$ cat src/hdl/sct_pkg.sv
// ----------------------------------------------------------------------------
// sct_pkg
// Shared types and codes of the call session tracker: message kinds, session
// states, result codes and the layout of one session table record.
// ----------------------------------------------------------------------------
package sct_pkg;

  // Message kinds
  localparam logic [2:0] KIND_INVITE     = 3'd0;
  localparam logic [2:0] KIND_ACK        = 3'd1;
  localparam logic [2:0] KIND_BYE        = 3'd2;
  localparam logic [2:0] KIND_STATUS_200 = 3'd3;
  localparam logic [2:0] KIND_STATUS_407 = 3'd4;
  localparam logic [2:0] KIND_STATUS_503 = 3'd5;

  // Session states
  localparam logic [3:0] ST_INVITE1     = 4'd0;
  localparam logic [3:0] ST_INVITE2     = 4'd1;
  localparam logic [3:0] ST_OK1         = 4'd2;
  localparam logic [3:0] ST_ACK1        = 4'd3;
  localparam logic [3:0] ST_AUTHREQ     = 4'd4;
  localparam logic [3:0] ST_ESTABLISHED = 4'd5;
  localparam logic [3:0] ST_REINVITE    = 4'd6;
  localparam logic [3:0] ST_REINVITEOK1 = 4'd7;
  localparam logic [3:0] ST_BYE         = 4'd8;
  localparam logic [3:0] ST_SRVUNAVAIL  = 4'd9;

  // Result codes
  localparam logic [3:0] RC_UNHANDLED     = 4'd0;
  localparam logic [3:0] RC_CREATED       = 4'd1;
  localparam logic [3:0] RC_CREATE_FAILED = 4'd2;
  localparam logic [3:0] RC_ADVANCED      = 4'd3;
  localparam logic [3:0] RC_ESTABLISHED   = 4'd4;
  localparam logic [3:0] RC_REINVITE      = 4'd5;
  localparam logic [3:0] RC_BYE           = 4'd6;
  localparam logic [3:0] RC_REMOVED       = 4'd7;
  localparam logic [3:0] RC_UNKNOWN       = 4'd8;
  localparam logic [3:0] RC_FULL          = 4'd9;
  localparam logic [3:0] RC_BAD_STATE     = 4'd10;
  localparam logic [3:0] RC_PORT_ERROR    = 4'd11;
  localparam logic [3:0] RC_UNCHANGED     = 4'd12;

  // Configuration register addresses
  localparam logic [0:0] ADDR_DIRECTION = 1'b0;

  // One session table record
  typedef struct packed {
    logic [31:0] key;
    logic [3:0]  status;
    logic [31:0] remote_ip;
    logic [31:0] local_ip;
    logic [15:0] remote_port;
    logic [15:0] local_port;
  } entry_t;

  localparam int ENTRY_W = $bits(entry_t);

endpackage

$ cat src/hdl/sct_ram.sv
// ----------------------------------------------------------------------------
// sct_ram
// Generic single-write, single-read RAM with a registered read port.
// ----------------------------------------------------------------------------
module sct_ram #(
  parameter int WIDTH = 32,
  parameter int DEPTH = 16
) (
  input  logic                                    clk,
  input  logic                                    we,
  input  logic [((DEPTH > 1) ? $clog2(DEPTH) : 1)-1:0] waddr,
  input  logic [WIDTH-1:0]                        wdata,
  input  logic [((DEPTH > 1) ? $clog2(DEPTH) : 1)-1:0] raddr,
  output logic [WIDTH-1:0]                        rdata
);

  logic [WIDTH-1:0] mem_r [DEPTH];

  // Write port
  always_ff @(posedge clk) begin
    if (we) begin
      mem_r[waddr] <= wdata;
    end
  end

  // Registered read port
  always_ff @(posedge clk) begin
    rdata <= mem_r[raddr];
  end

endmodule

$ cat src/hdl/sip_call_session_tracker_unit.sv
// ----------------------------------------------------------------------------
// sip_call_session_tracker_unit
// Session table for parsed signalling messages: looks up a call by key,
// creates, advances, rewrites or frees its entry and reports one result.
// ----------------------------------------------------------------------------
//  channel  | ports                          | transfer
//  ---------+--------------------------------+-------------------------------
//  input    | start, busy, in_*              | start high while busy is low
//  result   | out_strobe, out_*              | out_strobe high for one cycle
//  config   | psel, penable, pwrite, paddr,  | psel & penable & pwrite
//           | pwdata, prdata, pready         | (pready is always high)
//
// A message is handled by a scan of the table RAM, one slot per cycle through
// its single read port; the key compare is shared over all slots, and a hit
// ends the scan early. Kinds 6 and 7 skip the scan.
// Reset is synchronous and clears the valid bits and the direction register;
// the RAM is not cleared. The result receiver cannot stall the block.
// ----------------------------------------------------------------------------
module sip_call_session_tracker_unit #(
  parameter int SESSIONS = 16
) (
  input  logic        clk,
  input  logic        rst_n,
  // command input
  input  logic        start,
  output logic        busy,
  input  logic [2:0]  in_kind,
  input  logic [31:0] in_call_key,
  input  logic [31:0] in_src_ip,
  input  logic [31:0] in_dst_ip,
  input  logic        in_addr_ok,
  input  logic [15:0] in_media_port,
  input  logic        in_port_ok,
  input  logic [31:0] in_conn_ip,
  // result output
  output logic        out_strobe,
  output logic [3:0]  out_result_code,
  output logic [3:0]  out_session_state,
  output logic [3:0]  out_slot,
  output logic [31:0] out_remote_ip,
  output logic [31:0] out_local_ip,
  output logic [15:0] out_remote_port,
  output logic [15:0] out_local_port,
  output logic [31:0] out_prior_remote_ip,
  output logic [15:0] out_prior_remote_port,
  // configuration port
  input  logic        psel,
  input  logic        penable,
  input  logic        pwrite,
  input  logic [0:0]  paddr,
  input  logic [31:0] pwdata,
  output logic [31:0] prdata,
  output logic        pready
);

  localparam int IDX_W = (SESSIONS > 1) ? $clog2(SESSIONS) : 1;
  localparam logic [IDX_W-1:0] LAST_IDX = IDX_W'(SESSIONS - 1);

  typedef enum logic [2:0] {
    S_IDLE = 3'b001,
    S_SCAN = 3'b010,
    S_EXEC = 3'b100
  } state_t;

  state_t state_r, state_nxt;

  // Configuration
  logic direction_r;

  // Latched command
  logic [2:0]  kind_r;
  logic [31:0] key_r;
  logic [31:0] src_ip_r;
  logic [31:0] dst_ip_r;
  logic        addr_ok_r;
  logic [15:0] port_r;
  logic        port_ok_r;
  logic [31:0] conn_ip_r;

  // Scan control
  logic [IDX_W-1:0] idx_r;
  logic             issue_r;
  logic [IDX_W-1:0] cmp_idx_r;
  logic             cmp_vld_r;
  logic             found_r;
  logic [IDX_W-1:0] slot_r;
  logic             free_found_r;
  logic [IDX_W-1:0] free_slot_r;
  sct_pkg::entry_t  ent_r;

  // Table
  logic [SESSIONS-1:0] valid_r;
  sct_pkg::entry_t     rd_entry;
  logic [sct_pkg::ENTRY_W-1:0] rd_bits;

  // Step results
  sct_pkg::entry_t  nx;
  logic [3:0]       rc;
  logic             touch;
  logic             wr;
  logic             set_v;
  logic             clr_v;
  logic [IDX_W-1:0] wslot;
  logic [31:0]      prior_ip;
  logic [15:0]      prior_port;

  logic accept;
  logic hit;
  logic cfg_wr;

  assign accept = start && (state_r == S_IDLE);
  assign busy   = (state_r != S_IDLE);
  assign cfg_wr = psel && penable && pwrite && (paddr == sct_pkg::ADDR_DIRECTION);

  // Configuration register
  assign pready = 1'b1;
  assign prdata = (paddr == sct_pkg::ADDR_DIRECTION) ? {31'd0, direction_r} : 32'd0;

  always_ff @(posedge clk) begin
    if (!rst_n) begin
      direction_r <= 1'b0;
    end else if (cfg_wr) begin
      direction_r <= pwdata[0];
    end
  end

  // Session table RAM
  sct_ram #(
    .WIDTH (sct_pkg::ENTRY_W),
    .DEPTH (SESSIONS)
  ) u_table (
    .clk   (clk),
    .we    (wr && (state_r == S_EXEC)),
    .waddr (wslot),
    .wdata (nx),
    .raddr (idx_r),
    .rdata (rd_bits)
  );

  assign rd_entry = sct_pkg::entry_t'(rd_bits);
  assign hit      = cmp_vld_r && valid_r[cmp_idx_r] && (rd_entry.key == key_r);

  // Sequencer
  always_comb begin
    state_nxt = state_r;
    unique case (state_r)
      S_IDLE: begin
        if (start) begin
          state_nxt = (in_kind > sct_pkg::KIND_STATUS_503) ? S_EXEC : S_SCAN;
        end
      end
      S_SCAN: begin
        if (hit || (cmp_vld_r && (cmp_idx_r == LAST_IDX))) begin
          state_nxt = S_EXEC;
        end
      end
      S_EXEC: begin
        state_nxt = S_IDLE;
      end
      default: begin
        state_nxt = S_IDLE;
      end
    endcase
  end

  always_ff @(posedge clk) begin
    if (!rst_n) begin
      state_r <= S_IDLE;
    end else begin
      state_r <= state_nxt;
    end
  end

  // Latch the command on transfer
  always_ff @(posedge clk) begin
    if (accept) begin
      kind_r    <= in_kind;
      key_r     <= in_call_key;
      src_ip_r  <= in_src_ip;
      dst_ip_r  <= in_dst_ip;
      addr_ok_r <= in_addr_ok;
      port_r    <= in_media_port;
      port_ok_r <= in_port_ok;
      conn_ip_r <= in_conn_ip;
    end
  end

  // Scan the table: issue one read per cycle, compare the slot read before
  always_ff @(posedge clk) begin
    if (!rst_n) begin
      issue_r      <= 1'b0;
      cmp_vld_r    <= 1'b0;
      found_r      <= 1'b0;
      free_found_r <= 1'b0;
      idx_r        <= '0;
    end else if (accept) begin
      idx_r        <= '0;
      issue_r      <= 1'b1;
      cmp_vld_r    <= 1'b0;
      found_r      <= 1'b0;
      free_found_r <= 1'b0;
    end else if (state_r == S_SCAN) begin
      cmp_vld_r <= issue_r;
      if (hit) begin
        found_r <= 1'b1;
        slot_r  <= cmp_idx_r;
        ent_r   <= rd_entry;
        issue_r <= 1'b0;
      end else if (issue_r) begin
        cmp_idx_r <= idx_r;
        if (idx_r == LAST_IDX) begin
          issue_r <= 1'b0;
        end else begin
          idx_r <= idx_r + 1'b1;
        end
      end
      if (cmp_vld_r && !valid_r[cmp_idx_r] && !free_found_r) begin
        free_found_r <= 1'b1;
        free_slot_r  <= cmp_idx_r;
      end
    end
  end

  // Apply the message to the session
  always_comb begin
    rc         = sct_pkg::RC_UNHANDLED;
    nx         = ent_r;
    touch      = 1'b0;
    wr         = 1'b0;
    set_v      = 1'b0;
    clr_v      = 1'b0;
    wslot      = slot_r;
    prior_ip   = 32'd0;
    prior_port = 16'd0;
    if (kind_r > sct_pkg::KIND_STATUS_503) begin
      rc = sct_pkg::RC_UNHANDLED;
    end else if (!found_r) begin
      if (kind_r != sct_pkg::KIND_INVITE) begin
        rc = sct_pkg::RC_UNKNOWN;
      end else if (!(addr_ok_r && port_ok_r && (port_r != 16'd0))) begin
        rc = sct_pkg::RC_CREATE_FAILED;
      end else if (!free_found_r) begin
        rc = sct_pkg::RC_FULL;
      end else begin
        // Create a new entry, addresses swapped by direction
        rc        = sct_pkg::RC_CREATED;
        touch     = 1'b1;
        wr        = 1'b1;
        set_v     = 1'b1;
        wslot     = free_slot_r;
        nx.key    = key_r;
        nx.status = sct_pkg::ST_INVITE1;
        if (!direction_r) begin
          nx.remote_ip   = src_ip_r;
          nx.local_ip    = dst_ip_r;
          nx.remote_port = port_r;
          nx.local_port  = 16'd0;
        end else begin
          nx.remote_ip   = dst_ip_r;
          nx.local_ip    = src_ip_r;
          nx.remote_port = 16'd0;
          nx.local_port  = port_r;
        end
      end
    end else begin
      touch      = 1'b1;
      wr         = 1'b1;
      prior_ip   = ent_r.remote_ip;
      prior_port = ent_r.remote_port;
      case (kind_r)
        sct_pkg::KIND_INVITE: begin
          if ((ent_r.status == sct_pkg::ST_ESTABLISHED) ||
              (ent_r.status == sct_pkg::ST_REINVITE)) begin
            if (!direction_r && !port_ok_r) begin
              rc = sct_pkg::RC_PORT_ERROR;
            end else begin
              if (!direction_r) begin
                nx.remote_ip   = conn_ip_r;
                nx.remote_port = port_r;
              end
              nx.status = sct_pkg::ST_REINVITE;
              rc        = sct_pkg::RC_REINVITE;
            end
          end else if (ent_r.status == sct_pkg::ST_ACK1) begin
            nx.status = sct_pkg::ST_INVITE2;
            rc        = sct_pkg::RC_ADVANCED;
          end else begin
            rc = sct_pkg::RC_BAD_STATE;
          end
        end
        sct_pkg::KIND_ACK: begin
          if (ent_r.status == sct_pkg::ST_AUTHREQ) begin
            nx.status = sct_pkg::ST_ACK1;
            rc        = sct_pkg::RC_ADVANCED;
          end else if ((ent_r.status == sct_pkg::ST_OK1) ||
                       (ent_r.status == sct_pkg::ST_REINVITEOK1)) begin
            nx.status = sct_pkg::ST_ESTABLISHED;
            rc        = sct_pkg::RC_ESTABLISHED;
          end else if (ent_r.status == sct_pkg::ST_SRVUNAVAIL) begin
            rc = sct_pkg::RC_UNCHANGED;
          end else begin
            rc = sct_pkg::RC_BAD_STATE;
          end
        end
        sct_pkg::KIND_BYE: begin
          nx.status = sct_pkg::ST_BYE;
          rc        = sct_pkg::RC_BYE;
        end
        sct_pkg::KIND_STATUS_200: begin
          if ((ent_r.status == sct_pkg::ST_INVITE1) ||
              (ent_r.status == sct_pkg::ST_INVITE2)) begin
            if (!port_ok_r) begin
              rc = sct_pkg::RC_PORT_ERROR;
            end else begin
              if (!direction_r) begin
                nx.remote_port = port_r;
              end else begin
                nx.local_port = port_r;
              end
              nx.status = sct_pkg::ST_OK1;
              rc        = sct_pkg::RC_ADVANCED;
            end
          end else if (ent_r.status == sct_pkg::ST_REINVITE) begin
            nx.status = sct_pkg::ST_REINVITEOK1;
            rc        = sct_pkg::RC_ADVANCED;
          end else if (ent_r.status == sct_pkg::ST_BYE) begin
            // Free the entry; report its last values
            clr_v = 1'b1;
            rc    = sct_pkg::RC_REMOVED;
          end else begin
            rc = sct_pkg::RC_BAD_STATE;
          end
        end
        sct_pkg::KIND_STATUS_407: begin
          nx.status = sct_pkg::ST_AUTHREQ;
          rc        = sct_pkg::RC_ADVANCED;
        end
        default: begin
          nx.status = sct_pkg::ST_SRVUNAVAIL;
          rc        = sct_pkg::RC_ADVANCED;
        end
      endcase
    end
  end

  // Valid bits
  always_ff @(posedge clk) begin
    if (!rst_n) begin
      valid_r <= '0;
    end else if (state_r == S_EXEC) begin
      if (set_v) begin
        valid_r[wslot] <= 1'b1;
      end
      if (clr_v) begin
        valid_r[wslot] <= 1'b0;
      end
    end
  end

  // Result register, shown for one cycle
  always_ff @(posedge clk) begin
    if (!rst_n) begin
      out_strobe <= 1'b0;
    end else begin
      out_strobe <= (state_r == S_EXEC);
    end
  end

  always_ff @(posedge clk) begin
    if (state_r == S_EXEC) begin
      out_result_code       <= rc;
      out_session_state     <= touch ? nx.status : 4'd0;
      out_slot              <= touch ? 4'(wslot) : 4'd0;
      out_remote_ip         <= touch ? nx.remote_ip : 32'd0;
      out_local_ip          <= touch ? nx.local_ip : 32'd0;
      out_remote_port       <= touch ? nx.remote_port : 16'd0;
      out_local_port        <= touch ? nx.local_port : 16'd0;
      out_prior_remote_ip   <= prior_ip;
      out_prior_remote_port <= prior_port;
    end
  end

endmodule
$ cat config.mk
export PLATFORM = sky130hd
export DESIGN_NAME = sip_call_session_tracker_unit
export DESIGN_NICKNAME = d
export VERILOG_FILES = /design/src/hdl/sct_pkg.sv /design/src/hdl/sct_ram.sv /design/src/hdl/sip_call_session_tracker_unit.sv
export SDC_FILE = /design/constraint.sdc
export NUM_CORES = 2
export LEC_CHECK = 0
export BUFFER_PORTS_ARGS = -buffer_cell sky130_fd_sc_hd__buf_2
export CORE_MARGIN = 4
export CORE_UTILIZATION = 40
export CTS_CLUSTER_DIAMETER = 30
export DETAILED_ROUTE_END_ITERATION = 12
export PLACE_DENSITY = 0.66
export SLEW_MARGIN = 30
export SYNTH_ARGS = -nofsm -noshare
export SYNTH_HDL_FRONTEND = slang
export SYNTH_HIERARCHICAL = 1
export SYNTH_SLANG_ARGS = --single-unit
$ cat constraint.sdc
create_clock -name clk -period 13.75 [get_ports clk]
set_clock_uncertainty 0.2 [all_clocks]
set_input_delay 3.4375 -clock clk [delete_from_list [all_inputs] [get_ports clk]]
set_output_delay 3.4375 -clock clk [all_outputs]
set_load 0.01 [all_outputs]
==> results.md <==
Status:
- The flow ran to the end, and the final reports show no timing, DRC or antenna violations.

STA:
- The final hold violation count is 0.
- Setup violations remaining at the end of the flow were counted as 0.
- The share of the cycle needed by the critical path after routing is 53.9%.
- For the pin with the worst max-slew slack, the measured transition is 1.00 ns.
- The setup TNS is 0 ns.
- The worst path meets setup with 6.34 ns of slack.
- Hold is met by 0.181 ns.
- The highest achievable clock rate is 135 MHz.
- Setup repair after global routing left no endpoint under its margin.
- The worst pin sits at a relative slew slack of 31.1%.
- The clock period minus worst slack is 7.41 ns.
- The final max-slew violation count is 0.

Finish:
- The top cell types in the final layout, fill and taps aside, are sky130_fd_sc_hd__edfxtp_1, sky130_fd_sc_hd__mux4_2, sky130_fd_sc_hd__clkbuf_16.
- Cells fill 48.9% of the core in the end.
- The leading cell type in the layout, fill and taps excluded is sky130_fd_sc_hd__edfxtp_1.
- The final design instance area without fill is 123000 um2.
- From synthesis to final layout, the design area changed by 21.1%.
- Cells with a size suffix above 1 make up 31.1% of the layout.
- The post-route non-filler standard cell count is 9246.
- After the last flow step, the layout net total stands at 5697.

Synth:
- Summing the areas of all xor and xnor instances in the mapped netlist gives 0.301% of the synthesized area.
- The adder and majority cell fraction of the synthesized area is 0.0123%.
- After technology mapping, the gate count stands at 4889.
- The mapped netlist covers 102000 um2.
- Each instance of the synthesized netlist takes up on average 20.8 um2.
- Yosys mapped a number of flops with a built-in enable equal to 2561.
- By area the synthesized netlist is led by sky130_fd_sc_hd__edfxtp_1, sky130_fd_sc_hd__mux4_2, sky130_fd_sc_hd__dfxtp_1.
- The post-synthesis register bit count is 2722.
- The dominant combinational cell family by area after synthesis is multiplexers.
- Of all cell types, the one taking the most synthesized area is sky130_fd_sc_hd__edfxtp_1.
- The synthesized netlist devotes 3.72% of its cell area to compound gates.
- The number of synthesis warnings is 6.
- Of the post-synthesis cell area, the part taken by muxes is 12.7%.
- In this run the biggest area consumer among cell types represents 75.5% of the synthesized area.
- The fraction of synthesis flops using an asynchronous set or reset pin is 0%.
- The synthesized netlist devotes 2.99% of its cell area to simple gates.
- In the synthesized netlist the dominant register cell turns out to be sky130_fd_sc_hd__edfxtp_1.
- The number of different library cells used by synthesis comes to 67.
- The sequential-to-total area share from yosys stat is 78.7%.

Clocking:
- The clock drives 2722 sinks.
- After clock tree synthesis, the clock-pin slew on the worst setup and hold paths is 0.05 ns.
- Hold repair after CTS inserted 0 buffers.
- TritonCTS built the clock tree.
- The number of buffers created by CTS is 449.
- The buffer count from post-CTS setup fixing is 0.
- The number of buffers between clock root and the deepest sink is 4.
- The number of gates resized after CTS was 0.
- The later pin in the worst-skew pair is clocked with a latency of 0.98 ns.
- The H-tree was split into 5 levels.
- The tree is rooted in a sky130_fd_sc_hd__clkbuf_16.

GRT:
- Entering global routing, the biggest net connects 108 pins.
- The global-route wire length before repair is 382 mm.
- The total grt overflow is 0.
- Across every metal layer, demand over resource in global routing totals 19.9%.
- The initial antenna violation count is 31.
- The via count of the first global-routing pass is 53400.

Worst setup path:
- The critical path data required time is 10.11 ns.
- The capture instance of the worst register-to-register path is u_table/mem_r[12][107]$_DFFE_PP_.
- The internal reg-to-reg setup slack is 7.15 ns.
- The endpoint kind of the worst setup timing path is an output port.
- In this run the worst path has a maximum fanout of 2.
- The depth of the worst register-to-register path is 10.
- The critical register-to-register path startpoint is port_r[13]$_DFFE_PP_.
- For the worst setup path, the data arrival time is 3.77 ns.
- The startpoint-to-endpoint class of the critical path is input pin to output port.
- STA classifies the critical path startpoint as an input pin.

Hold path:
- The endpoint of the worst hold-timing path is ent_r[4]$_DFFE_PP_.
- The min-delay analysis places its worst path in the category flop to flop.
- Counting instances, the worst hold path has a depth of 0.
- The source of the worst hold timing path is u_table/rdata[4]$_DFF_P_.

Pwr:
- The maximum vdd ir drop is 0.143 mV.
- The post-route total power is 20.5 mW.
- The leakage dissipation is 40.7 nW.
- In this run the power density over the cells is 167 nW/um2.

Floorplanning:
- The starting density of the core is 40.4%.
- The floorplan row count is 184.
- The die is 513 um wide.
- The area inside the core boundary is 252000 um2.
- The die outline height is 513 um.
- In this run the count of I/O pins placed on the die edge is 379.
- The die covers 263000 um2.

Detailed routing:
- The number of DRC violations after detailed-routing iteration 0 is 6577.
- Summed over all nets, wire length on met2 after detailed routing comes to 128 mm.
- The number of antenna-violating nets in the routed design is 0.
- In the detailed route, the total length drawn on met3 is 25.0 mm.
- Using the TritonRoute via totals, the vias-per-cell ratio works out to 5.71.
- The average routed wire per standard cell is 28.9 um.
- Wires add up to 267 mm.
- The DRC violation count after routing is 0.
- The final route contains 52800 vias.
- The highest metal layer carrying signal wires in the routed design is met4.
- The count of TritonRoute iterations in the first routing pass is 5.
- The detailed-routing wirelength on met1 is 104 mm.

Placement:
- The HPWL after detailed placement is 141 mm.
- In this run, placement finished with an instance count of 8401.
- Once placement finished, the instance area stood at 108000 um2.
- Prior to clock tree synthesis, the placed netlist has a worst setup slack of 6.35 ns.
- In this run the tool buffered the top-level ports with 315 buffer cells.
- The placer congestion estimate is 0.818.

Job:
- The max-cap violation count is 0.
-- per-layer routing --
layer,GRT usage [%],up-vias
met5,0,-
met1,26.9,27900
li1,-,21500
met2,31.7,2840
met4,7.43,0
met3,4.51,514
-- registers in the layout, indices dropped and copies added, names as in the netlist, 32 cells and up --
| signal | cells |
|---|---|
| out_local_ip | 32 |
| key_r | 32 |
| conn_ip_r | 32 |
| u_table/rdata | 132 |
| src_ip_r | 32 |
| dst_ip_r | 32 |
| ent_r | 132 |
| u_table/mem_r | 2112 |
| out_remote_ip | 32 |
| out_prior_remote_ip | 32 |
-- area by class of cell --
cell class / count / area (um2)
clock inverters: 287 / 3560
multi-input cells: 1896 / 20600
fillers: 20100 / 129000
inverters: 9 / 41.3
clock buffers: 541 / 12000
well taps: 3348 / 4190
diodes: 13 / 32.5
flip-flops and latches: 2722 / 80100
repair buffers: 430 / 2810
-- kinds of logic after synthesis --
family	after synthesis
buffers and inverters	301
flip-flops	2722
AO/OA/AOI/OAI	525
other	2
adder cells (fa/ha/maj)	1
XOR/XNOR	35
AND/OR/NAND/NOR	646
multiplexers	657
-- critical path, stage by stage --
cell	delay, ns
sky130_fd_sc_hd__buf_2	0.10
sky130_fd_sc_hd__nor2b_1	0.09
sky130_fd_sc_hd__buf_2	0.14
-- cells in the mapped netlist (9+ instances only) --
cell,n
sky130_fd_sc_hd__edfxtp_1,2561
sky130_fd_sc_hd__mux4_2,500
sky130_fd_sc_hd__nand2_1,336
sky130_fd_sc_hd__a22oi_1,228
sky130_fd_sc_hd__dfxtp_1,161
sky130_fd_sc_hd__clkbuf_1,103
sky130_fd_sc_hd__mux2i_1,97
sky130_fd_sc_hd__nor2b_1,87
sky130_fd_sc_hd__buf_4,64
sky130_fd_sc_hd__nor2_1,64
sky130_fd_sc_hd__and3_1,60
sky130_fd_sc_hd__mux2_2,60
sky130_fd_sc_hd__buf_2,57
sky130_fd_sc_hd__o21ai_0,51
sky130_fd_sc_hd__a21o_1,49
sky130_fd_sc_hd__a21oi_1,38
sky130_fd_sc_hd__buf_1,38
sky130_fd_sc_hd__xnor2_1,32
sky130_fd_sc_hd__buf_6,29
sky130_fd_sc_hd__a22o_1,22
sky130_fd_sc_hd__nand2b_1,22
sky130_fd_sc_hd__o21ai_1,22
sky130_fd_sc_hd__o221ai_1,21
sky130_fd_sc_hd__o2bb2ai_1,21
sky130_fd_sc_hd__a211oi_1,18
sky130_fd_sc_hd__nor3_1,17
sky130_fd_sc_hd__a221oi_1,12
sky130_fd_sc_hd__a31oi_1,11
sky130_fd_sc_hd__nand3_1,10
sky130_fd_sc_hd__inv_1,9
sky130_fd_sc_hd__nand4_1,9
-- how the worst max path moves through the flow --
stage                              from                             to  cells past startpoint
floorplan           port_r[2]$_DFFE_PP_  u_table/mem_r[0][0]$_DFFE_PP_                      9
global placement                  paddr                      prdata[0]                      3
detailed placement                paddr                      prdata[0]                      3
CTS                               paddr                      prdata[0]                      3
global route                      paddr                      prdata[0]                      3
finish                            paddr                      prdata[0]                      3
-- power by group --
| part | switching [mW] | internal, mW |
|---|---|---|
| Clock | 3.89 | 7.47 |
| Sequential | 0.0301 | 9.00 |
| Combinational | 0.101 | 0.0481 |
No activity file was read; power rests on OpenSTA's default activity.
